## src/char_scanline_dot_stretcher_assert.svh

```systemverilog
// ----------------------------------------------------------------------------
// Assertion macros for the character scanline dot stretcher
// Implication checks, clocked on the rising edge and held off during reset.
// ----------------------------------------------------------------------------
`ifndef CHAR_SCANLINE_DOT_STRETCHER_ASSERT_SVH
`define CHAR_SCANLINE_DOT_STRETCHER_ASSERT_SVH

// Same-cycle implication.
`define CSDS_ASSERT_IMP(label, clk, rst_n, ante, cons) \
    label: assert property (@(posedge clk) disable iff (!rst_n) (ante) |-> (cons)) \
        else $error("csds: same-cycle check failed");

// Next-cycle implication.
`define CSDS_ASSERT_NEXT(label, clk, rst_n, ante, cons) \
    label: assert property (@(posedge clk) disable iff (!rst_n) (ante) |=> (cons)) \
        else $error("csds: next-cycle check failed");

`endif

```

## src/csds_fifo.sv

```systemverilog
// ----------------------------------------------------------------------------
// csds_fifo
// Small first-word-fall-through queue with an occupancy count.
// ----------------------------------------------------------------------------
module csds_fifo #(
    parameter int WIDTH = 8,
    parameter int DEPTH = 2
) (
    input  logic                       clk,
    input  logic                       rst_n,
    input  logic                       push,
    input  logic [WIDTH-1:0]           din,
    output logic                       full,
    input  logic                       pop,
    output logic [WIDTH-1:0]           dout,
    output logic                       empty,
    output logic [$clog2(DEPTH+1)-1:0] count
);

    localparam int PW = $clog2(DEPTH);
    localparam int CW = $clog2(DEPTH+1);

    logic [WIDTH-1:0] slot_reg [DEPTH];
    logic [PW-1:0]    wr_ptr_reg, wr_ptr_next;
    logic [PW-1:0]    rd_ptr_reg, rd_ptr_next;
    logic [CW-1:0]    count_reg, count_next;
    logic             do_push, do_pop;

    assign full    = (count_reg == CW'(DEPTH));
    assign empty   = (count_reg == '0);
    assign count   = count_reg;
    assign dout    = slot_reg[rd_ptr_reg];
    assign do_push = push && !full;
    assign do_pop  = pop && !empty;

    always_comb
    begin
        wr_ptr_next = wr_ptr_reg;
        rd_ptr_next = rd_ptr_reg;
        count_next  = count_reg;
        if (do_push)
        begin
            wr_ptr_next = (wr_ptr_reg == PW'(DEPTH-1)) ? '0 : wr_ptr_reg + PW'(1);
        end
        if (do_pop)
        begin
            rd_ptr_next = (rd_ptr_reg == PW'(DEPTH-1)) ? '0 : rd_ptr_reg + PW'(1);
        end
        if (do_push && !do_pop)
        begin
            count_next = count_reg + CW'(1);
        end
        else if (do_pop && !do_push)
        begin
            count_next = count_reg - CW'(1);
        end
    end

    always_ff @(posedge clk or negedge rst_n)
    begin
        if (!rst_n)
        begin
            wr_ptr_reg <= '0;
            rd_ptr_reg <= '0;
            count_reg  <= '0;
        end
        else
        begin
            wr_ptr_reg <= wr_ptr_next;
            rd_ptr_reg <= rd_ptr_next;
            count_reg  <= count_next;
        end
    end

    always_ff @(posedge clk)
    begin
        if (do_push)
        begin
            slot_reg[wr_ptr_reg] <= din;
        end
    end

endmodule

```

## config.mk

```make
export PLATFORM = sky130hd
export DESIGN_NAME = csds_fifo
export DESIGN_NICKNAME = d
export VERILOG_FILES = /design/src/char_scanline_dot_stretcher_assert.svh /design/src/csds_fifo.sv
export SDC_FILE = /design/constraint.sdc
export NUM_CORES = 1
export LEC_CHECK = 0
export ABC_AREA = 0
export BUFFER_PORTS_ARGS = -buffer_cell sky130_fd_sc_hd__clkbuf_2
export CAP_MARGIN = 20
export CORE_MARGIN = 4
export CORE_UTILIZATION = 48
export DETAILED_ROUTE_END_ITERATION = 16
export GPL_TIMING_DRIVEN = 0
export PLACE_DENSITY = 0.75
export SYNTH_ARGS = -nofsm -noshare
export SYNTH_HDL_FRONTEND = slang
export SYNTH_SLANG_ARGS = --single-unit
```

## constraint.sdc

```tcl
create_clock -name clk -period 1.71 [get_ports clk]
set_input_delay 0.513 -clock clk [delete_from_list [all_inputs] [get_ports clk]]
set_output_delay 0.513 -clock clk [all_outputs]
set_load 0.005 [all_outputs]
```

==> impl_results.md <==
* Largest register FFs at 16
* Largest net degree at the start of global routing at 12
* Root Buffer Master: clkbuf_4
* Setup crit end kind: primary output
* CP Cell Sequence: buf_6 -> mux2_1 -> clkbuf_2
* Vias in the first global route at 471
* IO Pins at 24
* Post-DRT Antenna Nets at 0
* Mapped Avg Cell Area at 17.77 sq um
* Measured slew at the worst slew-check pin at 0.4460 ns
* Vias at 451
* Sw Share at 30.58%
* Clk Latency, worst-skew pair at 0.29 ns
* CTS H-tree depth at 1
* Peak supply drop at 1.015 mV
* Final worst path period need at 1.745 ns
* Buffers on Ports at 23
* Gate power share at 37.9%
* Pwr dens at 1610 nW/um^2
* Design Area, Final at 982.2 sq um
* GRT overflow at 0
* Final nets at 87
* CORE AREA at 1524 sq um
* Failing checks: negative setup slack
* Ant. Diodes at 0
* Yosys Warn Count at 0
* MaxCap Viol Count at 0
* Post-synth top flop: edfxtp_1
* Top post-synthesis cells by count: 16 x edfxtp_1, 6 x mux2_1, 4 x dfrtp_1, 3 x nor2_1
* Fin crit share at 102.1%
* Hold Vio Cnt, Final at 0
* RSZ-0062 raised after global routing: true
* Relative slew margins at 70.23%
* WL final at 1257 um
* Synth area leaders: edfxtp_1 61%, dfrtp_1 13%, mux2_1 8.6%, mux2_2 2.9%, xnor2_1 2.2%
* Clock Power Share at 13.8%
* Int Pwr at 1.097 mW
* Syn Nets at 57
* Area growth, synth to finish at 25.60%
* Clock Skews at 0.008773 ns
* Routability cong. at 0.6391
* Site Rows at 14
* Ys async rst share at 20.00%
* TritonCTS clock tree: built
* Die Wd at 48.36 um
* DR DRC count at 0
* Die area at 2339 sq um
* CP Launch Type: flop
* Fillcell total at 120
* Slowest stage delay, CP at 0.38 ns
* First-pass GRT wire length at 2145 um
* CP Max Fanout at 9
* Sequential power share at 48.3%
* Switching Power at 483.4 uW
* Final setup fails at 8
* Worst hold margin at 0.3998 ns
* Yosys reg bits at 20
* Slowest CP cell: dfrtp_1
* Critical path class: flop to primary output
* Cells after DPL at 83
* Total track usage at 11.69%
* Die Height at 48.36 um
* Initial core utilization at 51.31%
* CTS sink count at 20
* Post-synth EDFFs at 16
* Worst Setup Slack, final at -0.03510 ns
* Wire per inst at 14.12 um
* Final slew viol count at 0
* Layout cells sized above 1 at 49.32%
* Drt pass-1 iters at 2
* Status: finished with violations
* Critical Path AT at 1.23 ns
* Hold WC Path Type: input pin to flop
* Crit path required time at 1.20 ns
* Share of the synthesized area in the top cell type at 61.44%
* HPWL after DPL at 855.9 um
* Initial antenna violation count at 0
* DRT iter0 DRCs at 2
* Fmax at 573.0 MHz
* Register area share after synthesis at 74.24%
* TNS Setup at -0.2110 ns
* Yosys cell types at 15
* Most common cell in the netlist: edfxtp_1
* Synth Instances at 44
* Total CTS buffers at 3
* Netlist Area Pre-Place at 782.0 sq um
* Avg Vias per Cell at 5.067
* Fin cells at 89
* Area leader, netlist: edfxtp_1
* Static leakage at 0.4279 nW
* CTS max path bufs at 2
* CTS clk-pin slew, worst paths at 0.11 ns
* Placed Instance Area at 917.1 sq um
layer usage:
metal / GRT usage (%) / routed length (um)
met5: 0 / 0
met4: 5.530 / 0
met3: 2.147 / 67
met2: 20.43 / 695
met1: 13.58 / 494
power by group through the flow:
stage	clock network, mW	registers, mW	logic (mW)
final	0.219	0.764	0.598
after floorplan	0	0.751	0.341
after global routing	0.249	0.782	0.666
after detailed placement	0	0.763	0.536
after CTS	0.224	0.758	0.580
after global placement	0	0.757	0.527
cells in the final DEF (no fill, tap or decap):
cell type,count
dlygate4sd3_1,1
clkbuf_2,23
ha_1,1
xnor2_2,1
clkbuf_4,3
xnor2_1,2
buf_6,1
mux2_4,3
clkinv_1,1
and3_1,1
o21ai_1,1
nor2_1,2
nand2_2,1
dfrtp_1,3
buf_4,1
mux2_1,4
nor2_2,1
xor2_1,2
dfrtp_2,1
inv_1,2
mux2_2,1
edfxtp_1,16
nand2b_1,1
final cells by class:
cell class	instances	area (sq um)	share of cell area (%)
Timing Repair Buffer	25	132.6	13.50
Sequential cell	20	581.8	59.24
Clock buffer	3	22.52	2.293
Buffer	1	11.26	1.146
Inverter	2	7.507	0.7643
Multi-Input combinational cell	21	202.7	20.64
Clock inverter	1	3.754	0.3822
Tap cell	16	20.02	2.038
worst max-delay path, delay by kind of cell (launching register included):
kind     cells  cell delay [ns]
mux          1             0.31
buf+inv      2             0.25
flops        1             0.38
worst paths after layout:
| kind | to | slack, ns | start | depth (start not counted) |
|---|---|---|---|---|
| hold / removal | slot_reg[1][7] | 0.40 | din[7] | 1 |
| setup / recovery | dout[4] | -0.04 | rd_ptr_reg | 3 |
| setup reg to reg | count[1] | 0.18 | count[0] | 6 |
| hold reg to reg | count[0] | 0.53 | count[0] | 1 |
| max in group asynchronous | count[0] | 0.99 | rst_n | 2 |
| min in group asynchronous | wr_ptr_reg | 0.58 | rst_n | 2 |
stage by stage:
stage               setup WS [ns]  util [%]  power, mW
finish                   -0.03510     64.45      1.581
detailed placement        0.03751     60.18      1.299
CTS                      -0.05030     62.81      1.562
floorplan                  0.2795         -      1.092
global route             -0.09994     64.45      1.697
global placement          0.09643     60.18      1.283
logic make-up after synthesis:
logic type,Yosys count,synth area share [%]
AND/OR/NAND/NOR,6,3.841
multiplexers,8,11.52
AO/OA/AOI/OAI,1,0.6394
buffers and inverters,3,1.600
XOR/XNOR,5,6.561
flip-flops,20,74.24
adder cells (fa/ha/maj),1,1.600
timing repair:
| action | in CTS | in global routing |
|---|---|---|
| hold buffers | 0 | 1 |
| pin swaps | 0 | 0 |
| gates resized for setup | 2 | 5 |
| hold endpoints to repair | 0 | 1 |
| setup buffers | 1 | 0 |
| setup endpoints to repair | 8 | 17 |
Note: power is estimated with default switching activity, not from simulation.
