**config.mk**
```make
export PLATFORM = sky130hd
export DESIGN_NAME = csds_front
export DESIGN_NICKNAME = d
export VERILOG_FILES = /design/src/char_scanline_dot_stretcher_assert.svh /design/src/csds_pkg.sv /design/src/csds_front.sv
export SDC_FILE = /design/constraint.sdc
export NUM_CORES = 1
export LEC_CHECK = 0
export BUFFER_PORTS_ARGS = -buffer_cell sky130_fd_sc_hd__buf_2
export CAP_MARGIN = 5
export CORE_MARGIN = 2
export CORE_UTILIZATION = 33
export DETAILED_ROUTE_END_ITERATION = 16
export PLACE_DENSITY = 0.95
export RECOVER_POWER = 100
export SYNTH_ARGS = -nofsm -noshare
export SYNTH_HDL_FRONTEND = slang
export SYNTH_SLANG_ARGS = --single-unit
```
**constraint.sdc**
```tcl
create_clock -name clk -period 4.1 [get_ports clk]
set_input_delay 0.205 -clock clk [delete_from_list [all_inputs] [get_ports clk]]
set_output_delay 0.205 -clock clk [all_outputs]
set_load 0.02 [all_outputs]
```
**src/char_scanline_dot_stretcher_assert.svh**
```systemverilog
// ----------------------------------------------------------------------------
// Assertion macros for the character scanline dot stretcher
// Implication checks, clocked on the rising edge and held off during reset.
// ----------------------------------------------------------------------------
`ifndef CHAR_SCANLINE_DOT_STRETCHER_ASSERT_SVH
`define CHAR_SCANLINE_DOT_STRETCHER_ASSERT_SVH

// Same-cycle implication.
`define CSDS_ASSERT_IMP(label, clk, rst_n, ante, cons) \
    label: assert property (@(posedge clk) disable iff (!rst_n) (ante) |-> (cons)) \
        else $error("csds: same-cycle check failed");

// Next-cycle implication.
`define CSDS_ASSERT_NEXT(label, clk, rst_n, ante, cons) \
    label: assert property (@(posedge clk) disable iff (!rst_n) (ante) |=> (cons)) \
        else $error("csds: next-cycle check failed");

`endif

```
**src/csds_pkg.sv**
```systemverilog
// ----------------------------------------------------------------------------
// csds_pkg
// Shared types and constants of the character scanline dot stretcher.
// ----------------------------------------------------------------------------
package csds_pkg;

    localparam int ROM_DEPTH_DEFAULT = 2048;
    localparam int ADDR_W            = 11;
    localparam int DATA_W            = 8;
    localparam int CODE_W            = 8;
    localparam int CHAR_W            = 7;   // code bits that pick the glyph
    localparam int REV_BIT           = 7;   // code bit for reverse video
    localparam int ROW_W             = 4;
    localparam int PIX_W             = 20;
    localparam int CNT_W             = 5;
    localparam int ROW_OFFSET        = 5;   // bottom half of double height
    localparam int LAST_ROW          = 15;  // row zero wraps to this row
    localparam int NARROW_DOTS       = 10;
    localparam int WIDE_DOTS         = 20;
    localparam int CMD_DEPTH         = 2;
    localparam int OUT_DEPTH         = 4;

    typedef enum logic [0:0] {
        MODE_LOAD   = 1'b0,
        MODE_RENDER = 1'b1
    } mode_t;

    typedef enum logic [1:0] {
        LT_DBL_BOTTOM = 2'd0,
        LT_DBL_TOP    = 2'd1,
        LT_DBL_WIDE   = 2'd2,
        LT_NORMAL     = 2'd3
    } line_type_t;

    // Classified item handed from front to back.
    typedef struct packed {
        logic              is_load;
        logic [ADDR_W-1:0] addr;
        logic [DATA_W-1:0] data;
        logic              inv;
        logic              wide;
        logic              first;
    } cmd_t;

    typedef struct packed {
        logic [PIX_W-1:0] pixels;
        logic [CNT_W-1:0] count;
    } res_t;

endpackage

```
**src/csds_front.sv**
```systemverilog
// ----------------------------------------------------------------------------
// csds_front
// Classify each input beat, map the glyph row and hold the reverse register.
// ----------------------------------------------------------------------------
module csds_front (
    input  logic                          clk,
    input  logic                          rst_n,
    input  logic                          cfg_valid,
    output logic                          cfg_ready,
    input  logic                          cfg_data,
    input  logic                          mode,
    input  logic [csds_pkg::ADDR_W-1:0]   rom_address,
    input  logic [csds_pkg::DATA_W-1:0]   rom_data,
    input  logic [csds_pkg::CODE_W-1:0]   char_code,
    input  logic [csds_pkg::ROW_W-1:0]    glyph_row,
    input  logic [1:0]                    line_type,
    input  logic                          line_start,
    output csds_pkg::cmd_t                cmd
);

    logic                         screen_reverse_reg, screen_reverse_next;
    csds_pkg::line_type_t         lt;
    logic [csds_pkg::ROW_W-1:0]   row_sel;
    logic [csds_pkg::ROW_W-1:0]   rom_row;
    logic                         is_load;

    assign cfg_ready = 1'b1;
    assign lt        = csds_pkg::line_type_t'(line_type);
    assign is_load   = (csds_pkg::mode_t'(mode) == csds_pkg::MODE_LOAD);

    assign screen_reverse_next = (cfg_valid && cfg_ready) ? cfg_data : screen_reverse_reg;

    always_ff @(posedge clk or negedge rst_n)
    begin
        if (!rst_n)
        begin
            screen_reverse_reg <= 1'b0;
        end
        else
        begin
            screen_reverse_reg <= screen_reverse_next;
        end
    end

    // Halve the row for double height; the bottom half starts further down.
    always_comb
    begin
        unique case (lt)
            csds_pkg::LT_DBL_BOTTOM:
                row_sel = {1'b0, glyph_row[csds_pkg::ROW_W-1:1]}
                          + csds_pkg::ROW_W'(csds_pkg::ROW_OFFSET);
            csds_pkg::LT_DBL_TOP:
                row_sel = {1'b0, glyph_row[csds_pkg::ROW_W-1:1]};
            csds_pkg::LT_DBL_WIDE,
            csds_pkg::LT_NORMAL:
                row_sel = glyph_row;
        endcase
    end

    // Scanline zero shows the last ROM row; every other one sits a row up.
    assign rom_row = (row_sel == '0) ? csds_pkg::ROW_W'(csds_pkg::LAST_ROW)
                                     : row_sel - csds_pkg::ROW_W'(1);

    always_comb
    begin
        cmd.is_load = is_load;
        cmd.addr    = is_load ? rom_address
                              : {char_code[csds_pkg::CHAR_W-1:0], rom_row};
        cmd.data    = rom_data;
        cmd.inv     = screen_reverse_reg ^ char_code[csds_pkg::REV_BIT];
        cmd.wide    = (lt == csds_pkg::LT_DBL_WIDE);
        cmd.first   = line_start;
    end

endmodule

```
==> metrics.txt <==
status finished, final reports clean; n_diodes 0; Die Height between 40 and 50 um; switch share 0.512; Critical Path Stages 10; Final ANT Viol Nets 0; Worst Setup Start Kind primary input; Die ar. 0.00178 mm2; FP Rows 13; Core Area 0.00133 mm2; register area share after synthesis 0.0519; largest area contributor in the netlist buf_4; setup violators final 0; clock latency on the worst-skew pair 0 ns; Post-Syn Instances 58; Worst Setup Slack, final 1.80 ns; kind of critical path in -> out; WP data required 3.89 ns; hpwl dp 1060 um; I/O pins 63; critical path's slowest cell or4_1; setup_tns 0 ns; largest net degree at the start of global routing 13; clock network power share 0; Compound-Gate Fraction of Synth Area 0.161; synthesized flop and latch total 1; Synth Area in Adders 0.0519; initial antenna violation count 0; final hold violation count 0; Mapped Area 482 um2; PwrDens 150 mW/mm2; largest family of logic cells by synthesized area buffers and inverters; width of the die 42.2 um; top post-synthesis cells by area buf_4, mux2_1, dfrtp_1; Vias/cell 4.80; Starting Density 0.361; Post-Synth Simple-Gate Area 0.210; Peak VDD IR 0.000100 V; Post-Route WL about 1200 um; Syn Nets between 90 and 100; crit path DAT 2.09 ns; Max Slew Vio Count 0; worst min-delay path class in -> out; skew final 0 ns; Worst-Margin Slew 0.531 ns; sequential power share 0.130; per-cell routed wire length 12.0 um; Hold Path Stages 0; GRT Total Usage 0.140; dpl ws 1.87 ns; vias in the first global route roughly 520; Fmax 0.435 GHz; mux contribution to synthesized area 0.229; Avg Cell Area, Syn 8.31 um2; RSZ-0062 raised after global routing no; Worst slew margin 0.646; critical path fanouts, max 7; min Tclk post-route 2.30 ns; NetSw 46.4 uW; Max Cap Viol 0; Via Count 494; final net count 131; Reg2Reg Depth 1; Post-Synth XOR/XNOR Area 0.0545; Lkg Pwr 0.291 nW; Placer Congestion 0.734; # DRC 0; Worst path top cell family by delay simple AND/OR/NAND/NOR gates; Cell variety after synth 32; drt first pass iters 4; Final period util 0.560; Ys Warns 0; share of the synthesized area in the top cell type 0.171; Largest stage delay, worst path 0.52 ns; internal power of the cells 44.2 uW; fraction of layout cells with a size suffix above 1 0.398; global-route wire length before repair 2100 um; max reg flops 1; crit path buf inv count 2; Fillers 144; Logic pwr share 0.870; PortBufs 43; Gates resized, CTS repair 0; area grow syn2layout 25.5%; Worst setup EP type output port; Iteration-0 DRC Markers 4; Remaining Overflow, GRT 0; critical-path cell list buf_2, ha_1, mux2i_1, nor2_1, a21oi_1, ha_1, or4_1, a21boi_0, o31ai_1, buf_2
-- cell families (layout without fill, tap and decap cells) --
family,count (synthesis),after routing
other,1,1
adder cells (fa/ha/maj),2,2
multiplexers,10,10
buffers and inverters,16,46
AO/OA/AOI/OAI,10,10
AND/OR/NAND/NOR,15,15
XOR/XNOR,3,3
flip-flops,1,1
-- stage by stage --
step,hold WS (ns),utilization,power (mW),cells,area [um2]
6_report,0.410,0.453,0.0906,103,604
5_1_grt,0.410,0.453,0.0979,103,604
4_1_cts,0.410,0.465,0.0941,103,621
3_3_place_gp,-0.0199,0.458,0.0909,102,611
2_1_floorplan,-0.0906,-,0.0776,58,482
3_5_place_dp,-0.0181,0.458,0.0931,102,611
-- metal layers --
layer  vias up  wire [um]  track usage
li1        254          -            -
met5         -          0            0
met3         0         95       0.0216
met2        16        651        0.265
met4         0          0       0.0375
met1       224        488        0.160
-- area by class of cell --
| cell class | count | area, um2 | share of cell area |
|---|---|---|---|
| multi-input combinational | 41 | 344 | 0.569 |
| timing repair buffer | 44 | 209 | 0.346 |
| sequential | 1 | 25.0 | 0.0414 |
| tap | 15 | 18.8 | 0.0311 |
| inverter | 2 | 7.51 | 0.0124 |
-- power groups by stage --
stage               Sequential, mW  Clock, mW  Combinational [mW]
finish                      0.0117          0              0.0788
global route                0.0118          0              0.0860
CTS                         0.0118          0              0.0824
detailed placement          0.0118          0              0.0813
global placement            0.0116          0              0.0792
floorplan                   0.0116          0              0.0660
-- repair_timing --
item / CTS / global route
setup buffers: 0 / 0
endpoints found under the hold margin: 1 / 0
hold buffers: 1 / 0
setup endpoints to repair: 0 / 0
-- path summary, 6_finish.rpt --
kind,end,from,slack [ns]
max,cmd[14],glyph_row[1],1.80
min,cmd[10],rom_data[7],0.41
max reg2reg,screen_reverse_reg,screen_reverse_reg,3.35
min reg2reg,screen_reverse_reg,screen_reverse_reg,0.53
max in group asynchronous,screen_reverse_reg,rst_n,3.48
min in group asynchronous,screen_reverse_reg,rst_n,0.53
-- Yosys cell counts (all sizes together) --
library cell,instances
buf,13
mux2,8
a21oi,3
nor2,3
ha,2
inv,2
mux2i,2
nand2,2
nor3,2
nor3b,2
nor4b,2
o31ai,2
xor2,2
a21boi,1
a31oi,1
and3b,1
clkbuf,1
conb,1
dfrtp,1
nand2b,1
nor2b,1
o21a,1
o21ai,1
o22ai,1
or4,1
xnor2,1
-- placed cells by master, fill, tap and decap left out, types with 2 or more instances in the layout --
cell type / n
mux2_1: 7
a21oi_1: 3
ha_1: 2
nand2_1: 2
nor3b_1: 2
buf_2: 30
clkbuf_1: 13
xor2_1: 2
nor2_1: 3
inv_1: 2
mux2i_1: 2
(Power assumes the default switching activity.)
